## config.mk

```make
export PLATFORM = sky130hd
export DESIGN_NAME = rational_arithmetic_unit
export DESIGN_NICKNAME = d
export VERILOG_FILES = /design/src/rau_pkg.sv /design/src/rational_arithmetic_unit.sv
export VERILOG_INCLUDE_DIRS = /design/src /design/src/src
export SDC_FILE = /design/constraint.sdc
export NUM_CORES = 2
export LEC_CHECK = 0
export BUFFER_PORTS_ARGS = -buffer_cell sky130_fd_sc_hd__buf_2
export CAP_MARGIN = 20
export CORE_ASPECT_RATIO = 0.6
export CORE_MARGIN = 2
export CORE_UTILIZATION = 35
export DETAILED_ROUTE_END_ITERATION = 8
export GPL_TIMING_DRIVEN = 0
export PLACE_DENSITY = 0.54
export SLEW_MARGIN = 20
export SYNTH_ARGS = -nofsm -noshare
export SYNTH_HDL_FRONTEND = slang
export SYNTH_SLANG_ARGS = --single-unit
```

## constraint.sdc

```tcl
create_clock -name clk -period 10.6 [get_ports clk]
set_input_delay 0.53 -clock clk [delete_from_list [all_inputs] [get_ports clk]]
set_output_delay 0.53 -clock clk [all_outputs]
set_load 0.02 [all_outputs]
```

## src/rational_arithmetic_unit_macros.svh

```systemverilog
// ---------------------------------------------------------------------------
// rational arithmetic unit assertion macros
// shared assertion forms for the rational arithmetic unit
// ---------------------------------------------------------------------------
`ifndef RATIONAL_ARITHMETIC_UNIT_MACROS_SVH
`define RATIONAL_ARITHMETIC_UNIT_MACROS_SVH

// same-cycle implication
`define RAU_ASSERT_NOW(label, clk, rst_n, ante, cons) \
    label: assert property (@(posedge clk) disable iff (!rst_n) (ante) |-> (cons)) \
        else $error("rau assertion failed");

// next-cycle implication
`define RAU_ASSERT_NEXT(label, clk, rst_n, ante, cons) \
    label: assert property (@(posedge clk) disable iff (!rst_n) (ante) |=> (cons)) \
        else $error("rau assertion failed");

`endif

```

## src/rau_pkg.sv

```systemverilog
// ---------------------------------------------------------------------------
// rau_pkg
// operation codes and result limits of the rational arithmetic unit
// ---------------------------------------------------------------------------
`default_nettype none

package rau_pkg;

    typedef enum logic [2:0] {
        ACT_ADD = 3'd0,
        ACT_SUB = 3'd1,
        ACT_MUL = 3'd2,
        ACT_DIV = 3'd3,
        ACT_CMP = 3'd4
    } action_t;

    localparam int RES_NUM_W = 64;
    localparam int RES_DEN_W = 62;

    localparam logic [63:0] NUM_POS_MAX = 64'h7FFF_FFFF_FFFF_FFFF;
    localparam logic [63:0] NUM_NEG_MAX = 64'h8000_0000_0000_0000;
    localparam logic [63:0] DEN_MAX     = 64'h3FFF_FFFF_FFFF_FFFF;

endpackage

`default_nettype wire

```

## src/rational_arithmetic_unit.sv

```systemverilog
// ---------------------------------------------------------------------------
// rational arithmetic unit
// add, subtract, multiply, divide or compare two signed fractions, result
// reduced to lowest terms
// ---------------------------------------------------------------------------
// usage
//   input channel  in_valid/in_ready carries action and the two fractions
//   output channel out_valid/out_ready carries the reduced result and flags
//   in_ready is high only while the sequencer is idle; one item at a time
//   steps in order: products on one shared multiplier, combine, the binary
//   gcd loop (one subtract or shift a cycle), two restoring divisions on one
//   shared subtractor, then the output register is loaded; compare and zero
//   results skip gcd and divisions; in_ready returns with out_valid
//   on a receiver stall the sequencer waits in its last state until the
//   result register is free; reset clears the sequencer and drops out_valid
// ---------------------------------------------------------------------------
`default_nettype none

module rational_arithmetic_unit #(
    parameter int OPERAND_WIDTH = 32
) (
    input  wire logic               clk,
    input  wire logic               rst_n,
    input  wire logic               in_valid,
    output logic                    in_ready,
    input  wire logic [2:0]         action,
    input  wire logic signed [31:0] a_num,
    input  wire logic signed [31:0] a_den,
    input  wire logic signed [31:0] b_num,
    input  wire logic signed [31:0] b_den,
    output logic                    out_valid,
    input  wire logic               out_ready,
    output logic signed [63:0]      res_num,
    output logic [61:0]             res_den,
    output logic                    less,
    output logic                    equal,
    output logic                    greater,
    output logic                    zero_den_error
);

    localparam int W  = OPERAND_WIDTH;
    localparam int PW = 2 * OPERAND_WIDTH;
    localparam int CW = $clog2(PW);

    typedef enum logic [6:0] {
        ST_IDLE = 7'b0000001,
        ST_MUL  = 7'b0000010,
        ST_COMB = 7'b0000100,
        ST_GCD  = 7'b0001000,
        ST_DIVM = 7'b0010000,
        ST_DIVD = 7'b0100000,
        ST_OUT  = 7'b1000000
    } state_t;

    state_t            state_reg, state_next;
    logic              out_valid_reg, out_valid_next;
    logic [1:0]        mcnt_reg, mcnt_next;
    logic [CW-1:0]     dcnt_reg, dcnt_next;

    rau_pkg::action_t  act_reg, act_next;
    logic              a_neg_reg, a_neg_next, b_neg_reg, b_neg_next;
    logic [W-1:0]      a_mag_reg, a_mag_next, a_den_reg, a_den_next;
    logic [W-1:0]      b_mag_reg, b_mag_next, b_den_reg, b_den_next;
    logic              zflag_reg, zflag_next;
    logic [PW-1:0]     p1_reg, p1_next, p2_reg, p2_next, p3_reg, p3_next;
    logic              neg_reg, neg_next;
    logic [PW-1:0]     u_reg, u_next, v_reg, v_next;
    logic [PW-1:0]     mq_reg, mq_next, dq_reg, dq_next;
    logic [PW-1:0]     rem_reg, rem_next;
    logic              lt_reg, lt_next, eq_reg, eq_next, gt_reg, gt_next;
    logic [63:0]       res_num_reg, res_num_next;
    logic [61:0]       res_den_reg, res_den_next;
    logic              less_reg, less_next, equal_reg, equal_next;
    logic              greater_reg, greater_next, zde_reg, zde_next;

    // operand normalisation
    logic [W-1:0] an_abs, ad_abs, bn_abs, bd_abs;
    logic         a_dz, b_dz;

    // shared multiplier
    logic [W-1:0]  mx, my;
    logic [PW-1:0] prod;

    // combine
    logic [PW-1:0] c_mag, c_den;
    logic          c_neg, c_lt, c_eq, c_gt, c_z, s2;

    // gcd and divider
    logic [PW-1:0] g_diff, dvd;
    logic [PW:0]   rem_sh, d_diff;
    logic          q_bit;

    // output saturation
    logic [63:0]   magx, num_sat, denx, den_sat;

    assign an_abs = a_num[W-1] ? W'(-a_num[W-1:0]) : a_num[W-1:0];
    assign ad_abs = a_den[W-1] ? W'(-a_den[W-1:0]) : a_den[W-1:0];
    assign bn_abs = b_num[W-1] ? W'(-b_num[W-1:0]) : b_num[W-1:0];
    assign bd_abs = b_den[W-1] ? W'(-b_den[W-1:0]) : b_den[W-1:0];
    assign a_dz   = (a_den[W-1:0] == '0);
    assign b_dz   = (b_den[W-1:0] == '0);

    always_comb
    begin
        mx = a_mag_reg;
        my = b_den_reg;
        case (mcnt_reg)
            2'd0:
            begin
                mx = a_mag_reg;
                my = (act_reg == rau_pkg::ACT_MUL) ? b_mag_reg : b_den_reg;
            end
            2'd1:
            begin
                mx = b_mag_reg;
                my = a_den_reg;
            end
            default:
            begin
                mx = a_den_reg;
                my = (act_reg == rau_pkg::ACT_DIV) ? b_mag_reg : b_den_reg;
            end
        endcase
    end

    assign prod = mx * my;

    always_comb
    begin
        c_mag = '0;
        c_den = PW'(1);
        c_neg = 1'b0;
        c_lt  = 1'b0;
        c_eq  = 1'b0;
        c_gt  = 1'b0;
        c_z   = zflag_reg;
        s2    = b_neg_reg;
        case (act_reg)
            rau_pkg::ACT_ADD, rau_pkg::ACT_SUB:
            begin
                s2 = (act_reg == rau_pkg::ACT_SUB) ? !b_neg_reg : b_neg_reg;
                if (p2_reg == '0)
                    s2 = a_neg_reg;
                if (a_neg_reg == s2)
                begin
                    c_mag = p1_reg + p2_reg;
                    c_neg = a_neg_reg;
                end
                else if (p1_reg >= p2_reg)
                begin
                    c_mag = p1_reg - p2_reg;
                    c_neg = a_neg_reg;
                end
                else
                begin
                    c_mag = p2_reg - p1_reg;
                    c_neg = s2;
                end
                c_den = p3_reg;
            end
            rau_pkg::ACT_MUL:
            begin
                c_mag = p1_reg;
                c_den = p3_reg;
                c_neg = a_neg_reg ^ b_neg_reg;
            end
            rau_pkg::ACT_DIV:
            begin
                c_mag = p1_reg;
                c_neg = a_neg_reg ^ b_neg_reg;
                c_den = p3_reg;
                if (p3_reg == '0)
                begin
                    c_den = PW'(1);
                    c_neg = a_neg_reg;
                    c_z   = 1'b1;
                end
            end
            rau_pkg::ACT_CMP:
            begin
                if (a_neg_reg != b_neg_reg)
                begin
                    c_lt = a_neg_reg;
                    c_gt = b_neg_reg;
                end
                else if (!a_neg_reg)
                begin
                    c_lt = p1_reg < p2_reg;
                    c_eq = p1_reg == p2_reg;
                    c_gt = p1_reg > p2_reg;
                end
                else
                begin
                    c_lt = p1_reg > p2_reg;
                    c_eq = p1_reg == p2_reg;
                    c_gt = p1_reg < p2_reg;
                end
            end
            default:
            begin
                c_mag = '0;
            end
        endcase
    end

    assign g_diff = (u_reg >= v_reg) ? (u_reg - v_reg) : (v_reg - u_reg);

    assign dvd    = (state_reg == ST_DIVM) ? mq_reg : dq_reg;
    assign rem_sh = {rem_reg, dvd[PW-1]};
    assign d_diff = rem_sh - {1'b0, v_reg};
    assign q_bit  = !d_diff[PW];

    assign magx    = 64'(mq_reg);
    assign denx    = 64'(dq_reg);
    assign num_sat = neg_reg ? ((magx > rau_pkg::NUM_NEG_MAX) ? rau_pkg::NUM_NEG_MAX : magx)
                             : ((magx > rau_pkg::NUM_POS_MAX) ? rau_pkg::NUM_POS_MAX : magx);
    assign den_sat = (denx > rau_pkg::DEN_MAX) ? rau_pkg::DEN_MAX : denx;

    always_comb
    begin
        state_next     = state_reg;
        out_valid_next = out_valid_reg;
        mcnt_next      = mcnt_reg;
        dcnt_next      = dcnt_reg;
        act_next       = act_reg;
        a_neg_next     = a_neg_reg;
        b_neg_next     = b_neg_reg;
        a_mag_next     = a_mag_reg;
        a_den_next     = a_den_reg;
        b_mag_next     = b_mag_reg;
        b_den_next     = b_den_reg;
        zflag_next     = zflag_reg;
        p1_next        = p1_reg;
        p2_next        = p2_reg;
        p3_next        = p3_reg;
        neg_next       = neg_reg;
        u_next         = u_reg;
        v_next         = v_reg;
        mq_next        = mq_reg;
        dq_next        = dq_reg;
        rem_next       = rem_reg;
        lt_next        = lt_reg;
        eq_next        = eq_reg;
        gt_next        = gt_reg;
        res_num_next   = res_num_reg;
        res_den_next   = res_den_reg;
        less_next      = less_reg;
        equal_next     = equal_reg;
        greater_next   = greater_reg;
        zde_next       = zde_reg;

        if (out_valid_reg && out_ready)
            out_valid_next = 1'b0;

        unique case (state_reg)
            ST_IDLE:
            begin
                if (in_valid)
                begin
                    act_next   = rau_pkg::action_t'(action);
                    a_mag_next = an_abs;
                    b_mag_next = bn_abs;
                    a_den_next = a_dz ? W'(1) : ad_abs;
                    b_den_next = b_dz ? W'(1) : bd_abs;
                    a_neg_next = (an_abs != '0) && (a_num[W-1] ^ a_den[W-1]);
                    b_neg_next = (bn_abs != '0) && (b_num[W-1] ^ b_den[W-1]);
                    zflag_next = a_dz || b_dz;
                    mcnt_next  = 2'd0;
                    state_next = ST_MUL;
                end
            end
            ST_MUL:
            begin
                case (mcnt_reg)
                    2'd0:    p1_next = prod;
                    2'd1:    p2_next = prod;
                    default: p3_next = prod;
                endcase
                mcnt_next = mcnt_reg + 2'd1;
                if (mcnt_reg == 2'd2)
                    state_next = ST_COMB;
            end
            ST_COMB:
            begin
                lt_next    = c_lt;
                eq_next    = c_eq;
                gt_next    = c_gt;
                zflag_next = c_z;
                if (c_mag == '0)
                begin
                    neg_next   = 1'b0;
                    mq_next    = '0;
                    dq_next    = PW'(1);
                    state_next = ST_OUT;
                end
                else
                begin
                    neg_next   = c_neg;
                    u_next     = c_mag;
                    v_next     = c_den;
                    mq_next    = c_mag;
                    dq_next    = c_den;
                    state_next = ST_GCD;
                end
            end
            ST_GCD:
            begin
                if (u_reg == '0)
                begin
                    rem_next   = '0;
                    dcnt_next  = '0;
                    state_next = ST_DIVM;
                end
                else if (!u_reg[0] && !v_reg[0])
                begin
                    u_next  = u_reg >> 1;
                    v_next  = v_reg >> 1;
                    mq_next = mq_reg >> 1;
                    dq_next = dq_reg >> 1;
                end
                else if (!u_reg[0])
                    u_next = u_reg >> 1;
                else if (!v_reg[0])
                    v_next = v_reg >> 1;
                else if (u_reg >= v_reg)
                    u_next = g_diff;
                else
                    v_next = g_diff;
            end
            ST_DIVM, ST_DIVD:
            begin
                rem_next  = q_bit ? d_diff[PW-1:0] : rem_sh[PW-1:0];
                dcnt_next = dcnt_reg + CW'(1);
                if (state_reg == ST_DIVM)
                    mq_next = {mq_reg[PW-2:0], q_bit};
                else
                    dq_next = {dq_reg[PW-2:0], q_bit};
                if (dcnt_reg == CW'(PW - 1))
                begin
                    dcnt_next  = '0;
                    rem_next   = '0;
                    state_next = (state_reg == ST_DIVM) ? ST_DIVD : ST_OUT;
                end
            end
            ST_OUT:
            begin
                if (!out_valid_reg || out_ready)
                begin
                    res_num_next   = neg_reg ? (~num_sat + 64'd1) : num_sat;
                    res_den_next   = den_sat[61:0];
                    less_next      = lt_reg;
                    equal_next     = eq_reg;
                    greater_next   = gt_reg;
                    zde_next       = zflag_reg;
                    out_valid_next = 1'b1;
                    state_next     = ST_IDLE;
                end
            end
            default:
            begin
                state_next = ST_IDLE;
            end
        endcase
    end

    always_ff @(posedge clk or negedge rst_n)
    begin
        if (!rst_n)
        begin
            state_reg     <= ST_IDLE;
            out_valid_reg <= 1'b0;
            mcnt_reg      <= '0;
            dcnt_reg      <= '0;
        end
        else
        begin
            state_reg     <= state_next;
            out_valid_reg <= out_valid_next;
            mcnt_reg      <= mcnt_next;
            dcnt_reg      <= dcnt_next;
        end
    end

    always_ff @(posedge clk)
    begin
        act_reg     <= act_next;
        a_neg_reg   <= a_neg_next;
        b_neg_reg   <= b_neg_next;
        a_mag_reg   <= a_mag_next;
        a_den_reg   <= a_den_next;
        b_mag_reg   <= b_mag_next;
        b_den_reg   <= b_den_next;
        zflag_reg   <= zflag_next;
        p1_reg      <= p1_next;
        p2_reg      <= p2_next;
        p3_reg      <= p3_next;
        neg_reg     <= neg_next;
        u_reg       <= u_next;
        v_reg       <= v_next;
        mq_reg      <= mq_next;
        dq_reg      <= dq_next;
        rem_reg     <= rem_next;
        lt_reg      <= lt_next;
        eq_reg      <= eq_next;
        gt_reg      <= gt_next;
        res_num_reg <= res_num_next;
        res_den_reg <= res_den_next;
        less_reg    <= less_next;
        equal_reg   <= equal_next;
        greater_reg <= greater_next;
        zde_reg     <= zde_next;
    end

    assign in_ready       = (state_reg == ST_IDLE);
    assign out_valid      = out_valid_reg;
    assign res_num        = res_num_reg;
    assign res_den        = res_den_reg;
    assign less           = less_reg;
    assign equal          = equal_reg;
    assign greater        = greater_reg;
    assign zero_den_error = zde_reg;

`include "rational_arithmetic_unit_macros.svh"

    `RAU_ASSERT_NEXT(a_busy_after_accept, clk, rst_n, in_valid && in_ready, !in_ready)
    `RAU_ASSERT_NOW(a_den_nonzero, clk, rst_n, out_valid, res_den != '0)
    `RAU_ASSERT_NOW(a_flags_exclusive, clk, rst_n, out_valid, $onehot0({less, equal, greater}))
    `RAU_ASSERT_NOW(a_gcd_divisor_live, clk, rst_n, state_reg == ST_GCD, v_reg != '0)

endmodule

`default_nettype wire

```

==> results.tsv <==
metric	value	unit
crit_family	simple AND/OR/NAND/NOR gates	
worstPathMaxFanout	11	
syn_area	91300	um^2
synth_edf_count	780	
fmax	92.3	MHz
startpoint	p2_reg[63]	
multi_input_area	63200	um^2
synthArstFlopShare	2.01	%
reg2reg_depth	25	
mostFrequentLayoutCell	inv_1	
power-per-cell-area	65.1	nW/um^2
dp.final_hpwl	443000	um
syn_area_per_cell	8.98	um^2
antenna_found_initial	110	
place.port_buffers	266	
crit_arrival	11.34	ns
final_nets	12500	
end_kind	flop	
fill_cells	25900	
route.top_layer_used	met5	
crit_path_end	u_reg[61]	
outcome	complete, but fails checks	
die_w	663	um
num_vias	89400	
design.core.area	260000	um^2
finalHoldViolations	0	
internal_power	5370	uW
boundaryPins	267	
criticalPathCategory	reg -> reg	
synthFlopType	edfxtp_1	
ant_nets	0	
yosysWarnings	0	
rr_endpoint	u_reg[61]	
clkPwrFrac	49.4	%
crit_buf_inv	9	
synth_compound_area_share	17.8	%
path_depth	25	
start_kind	flop	
die_h	400	um
dp_slack	-5.86	ns
register_area	23800	um^2
p_seq_share	48.5	%
initial_core_util	35.1	%
max_slew_margin	10.1	%
hold_path_class	in -> reg	
cts_sinks	796	
drt_first_iter_violations	14700	
ctsRootBufferMaster	clkbuf_16	
dr_wl_met2	170000	um
insertion_delay	0.77	ns
r2r-start	p2_reg[63]	
synthAdderAreaFrac	28.8	%
routed_wl	531000	um
layout_common_cells	inv_1 (1,263), nand2_1 (1,025), nor2_1 (961)	
worst_ir_drop_vdd	136	uV
rsz0062_at_grt	true	
grt-ovfl-total	0	
drt-met1-wl	244000	um
cts_max_level	3	
gp_congestion	1.10	
layout_setup_ws	-0.230	ns
die_area	265000	um^2
synthCells	10200	
cts.path.max_buffers	3	
grt_max_degree	111	
clk_pin_slew	0.07	ns
slew_viol_final	0	
fin_skew	0.0524	ns
synth_mux_area_share	0.987	%
vias_per_cell	6.20	
setup_tns	-4.74	ns
drive_gt1_share	13.1	%
cts_buffers	88	
synth_xor_xnor_area_share	4.19	%
required	11.11	ns
final_core_util	41.7	%
critical_path.max_stage_delay	1.00	ns
leakage	0.0455	uW
r2r_slack	-0.23	ns
violations	negative setup slack	
netSwitchingFraction	23.8	%
syn_to_final_growth	18.6	%
pwr-share-comb	2.2	%
cts_tree	done	
cap_viol_max_count	0	
grt_pass1_vias	82000	
slowest_stage	edfxtp_1	
grt_pass1_wl	707000	um
rows	145	
drc	0	
yosysSeqAreaShare	26.1	%
synth_cell_types	99	
switchingPower	1680	uW
synth_top_family_by_area	adder cells	
synth_seq_cells	796	
fin_crit_sh	102	%
wl_met3	104000	um
grtUsageTotal	38.9	%
synthSimpleGateAreaFrac	14.4	%
post_drt_wl_per_cell	36.8	um
firstDrtPassIters	7	
setup_violations	38	
worst_pin_slew	1.35	ns
synth.net_count	11900	
min_period	10.83	ns
[logic make-up (layout without fill, tap and decap cells)]
kind of cell             after synthesis  after routing
AO/OA/AOI/OAI                       2509           2509
multiplexers                          88             88
XOR/XNOR                             437            437
flip-flops                           796            796
other                                  0             51
adder cells (fa/ha/maj)             1560           1560
buffers and inverters               1841           2593
AND/OR/NAND/NOR                     2932           2932
[how the worst min path moves through the flow]
stage                     startpoint           to  slack [ns]  cells after the start
final                      action[2]   act_reg[2]        0.06                      1
after global routing       action[2]   act_reg[2]        0.03                      1
after CTS                  action[1]   act_reg[1]        0.03                      1
after detailed placement      eq_reg        equal        0.41                      0
after global placement        eq_reg        equal        0.41                      0
after floorplan                rst_n  dcnt_reg[0]        0.23                      0
[stage by stage]
step	power (uW)	hold slack [ns]	cells	cell area, um^2
final	7050	0.0576	14400	108000
after global routing	7200	0.0348	14400	108000
after CTS	7080	0.0263	14300	107000
after detailed placement	3640	0.405	14000	99400
after global placement	3630	0.406	13900	96900
after floorplan	3560	0.234	10200	91300
[timing repair]
item,4_1_cts,5_1_grt
hold endpoints to repair,16,0
setup buffers,146,62
setup endpoints to repair,165,50
cloned,6,1
pin swaps,98,108
gates resized for setup,673,199
hold buffers,2,0
[worst reg2reg max path: stages, from the launching register on]
cell,delay (ns)
edfxtp_1,1.00
inv_1,0.12
ha_1,0.58
nand4_1,0.42
nor4_2,0.85
and3_1,0.65
nand3_1,0.51
nand3_4,0.53
buf_2,0.67
buf_2,0.70
nor3_1,0.14
nor3_2,0.67
nand4_1,0.19
nor4b_1,0.36
nand4_1,0.30
nor4_1,0.64
nand4_1,0.20
nor4_2,0.20
and2_1,0.17
buf_4,0.30
buf_6,0.31
a2111oi_4,0.22
buf_4,0.26
buf_4,0.21
buf_4,0.21
buf_6,0.16
[final cells by class]
type | instances | share of cell area [%]
Multi-Input combinational cell | 7526 | 58.4
Tap cell | 3454 | 3.99
Clock inverter | 70 | 0.795
Inverter | 1283 | 4.47
Clock buffer | 95 | 2.06
Buffer | 544 | 3.31
Timing Repair Buffer | 601 | 4.86
Sequential cell | 796 | 22.0
Antenna cell | 51 | 0.118
[power by group through the flow]
stage	Combinational (uW)	Clock, uW	Sequential [uW]
2_1_floorplan	71.6	0	3480
3_3_place_gp	149	0	3480
3_5_place_dp	152	0	3480
4_1_cts	153	3510	3420
5_1_grt	168	3620	3410
6_report	153	3480	3420
[per-layer routing]
layer	GRT usage (%)	up-vias
li1	-	36400
met1	59.4	45500
met2	42.3	6734
met3	25.7	674
met4	7.41	66
met5	3.23	-
[synth_stat cells, drive strengths merged, types with 118 or more instances]
cell    instances  area share, %
nand3         125           0.70
o21ai         561            3.1
or3           126           0.86
nor2          985            4.1
a21o          223            1.8
fa            902             20
xnor2         346            3.3
edfxtp        780             26
a22oi         212            1.7
nand2        1032            4.2
a21oi         730            4.0
inv          1281            5.3
ha            658            9.0
nor3          133           0.75
clkbuf        483            2.0
nor4          118           0.82
(Power assumes the default switching activity.)
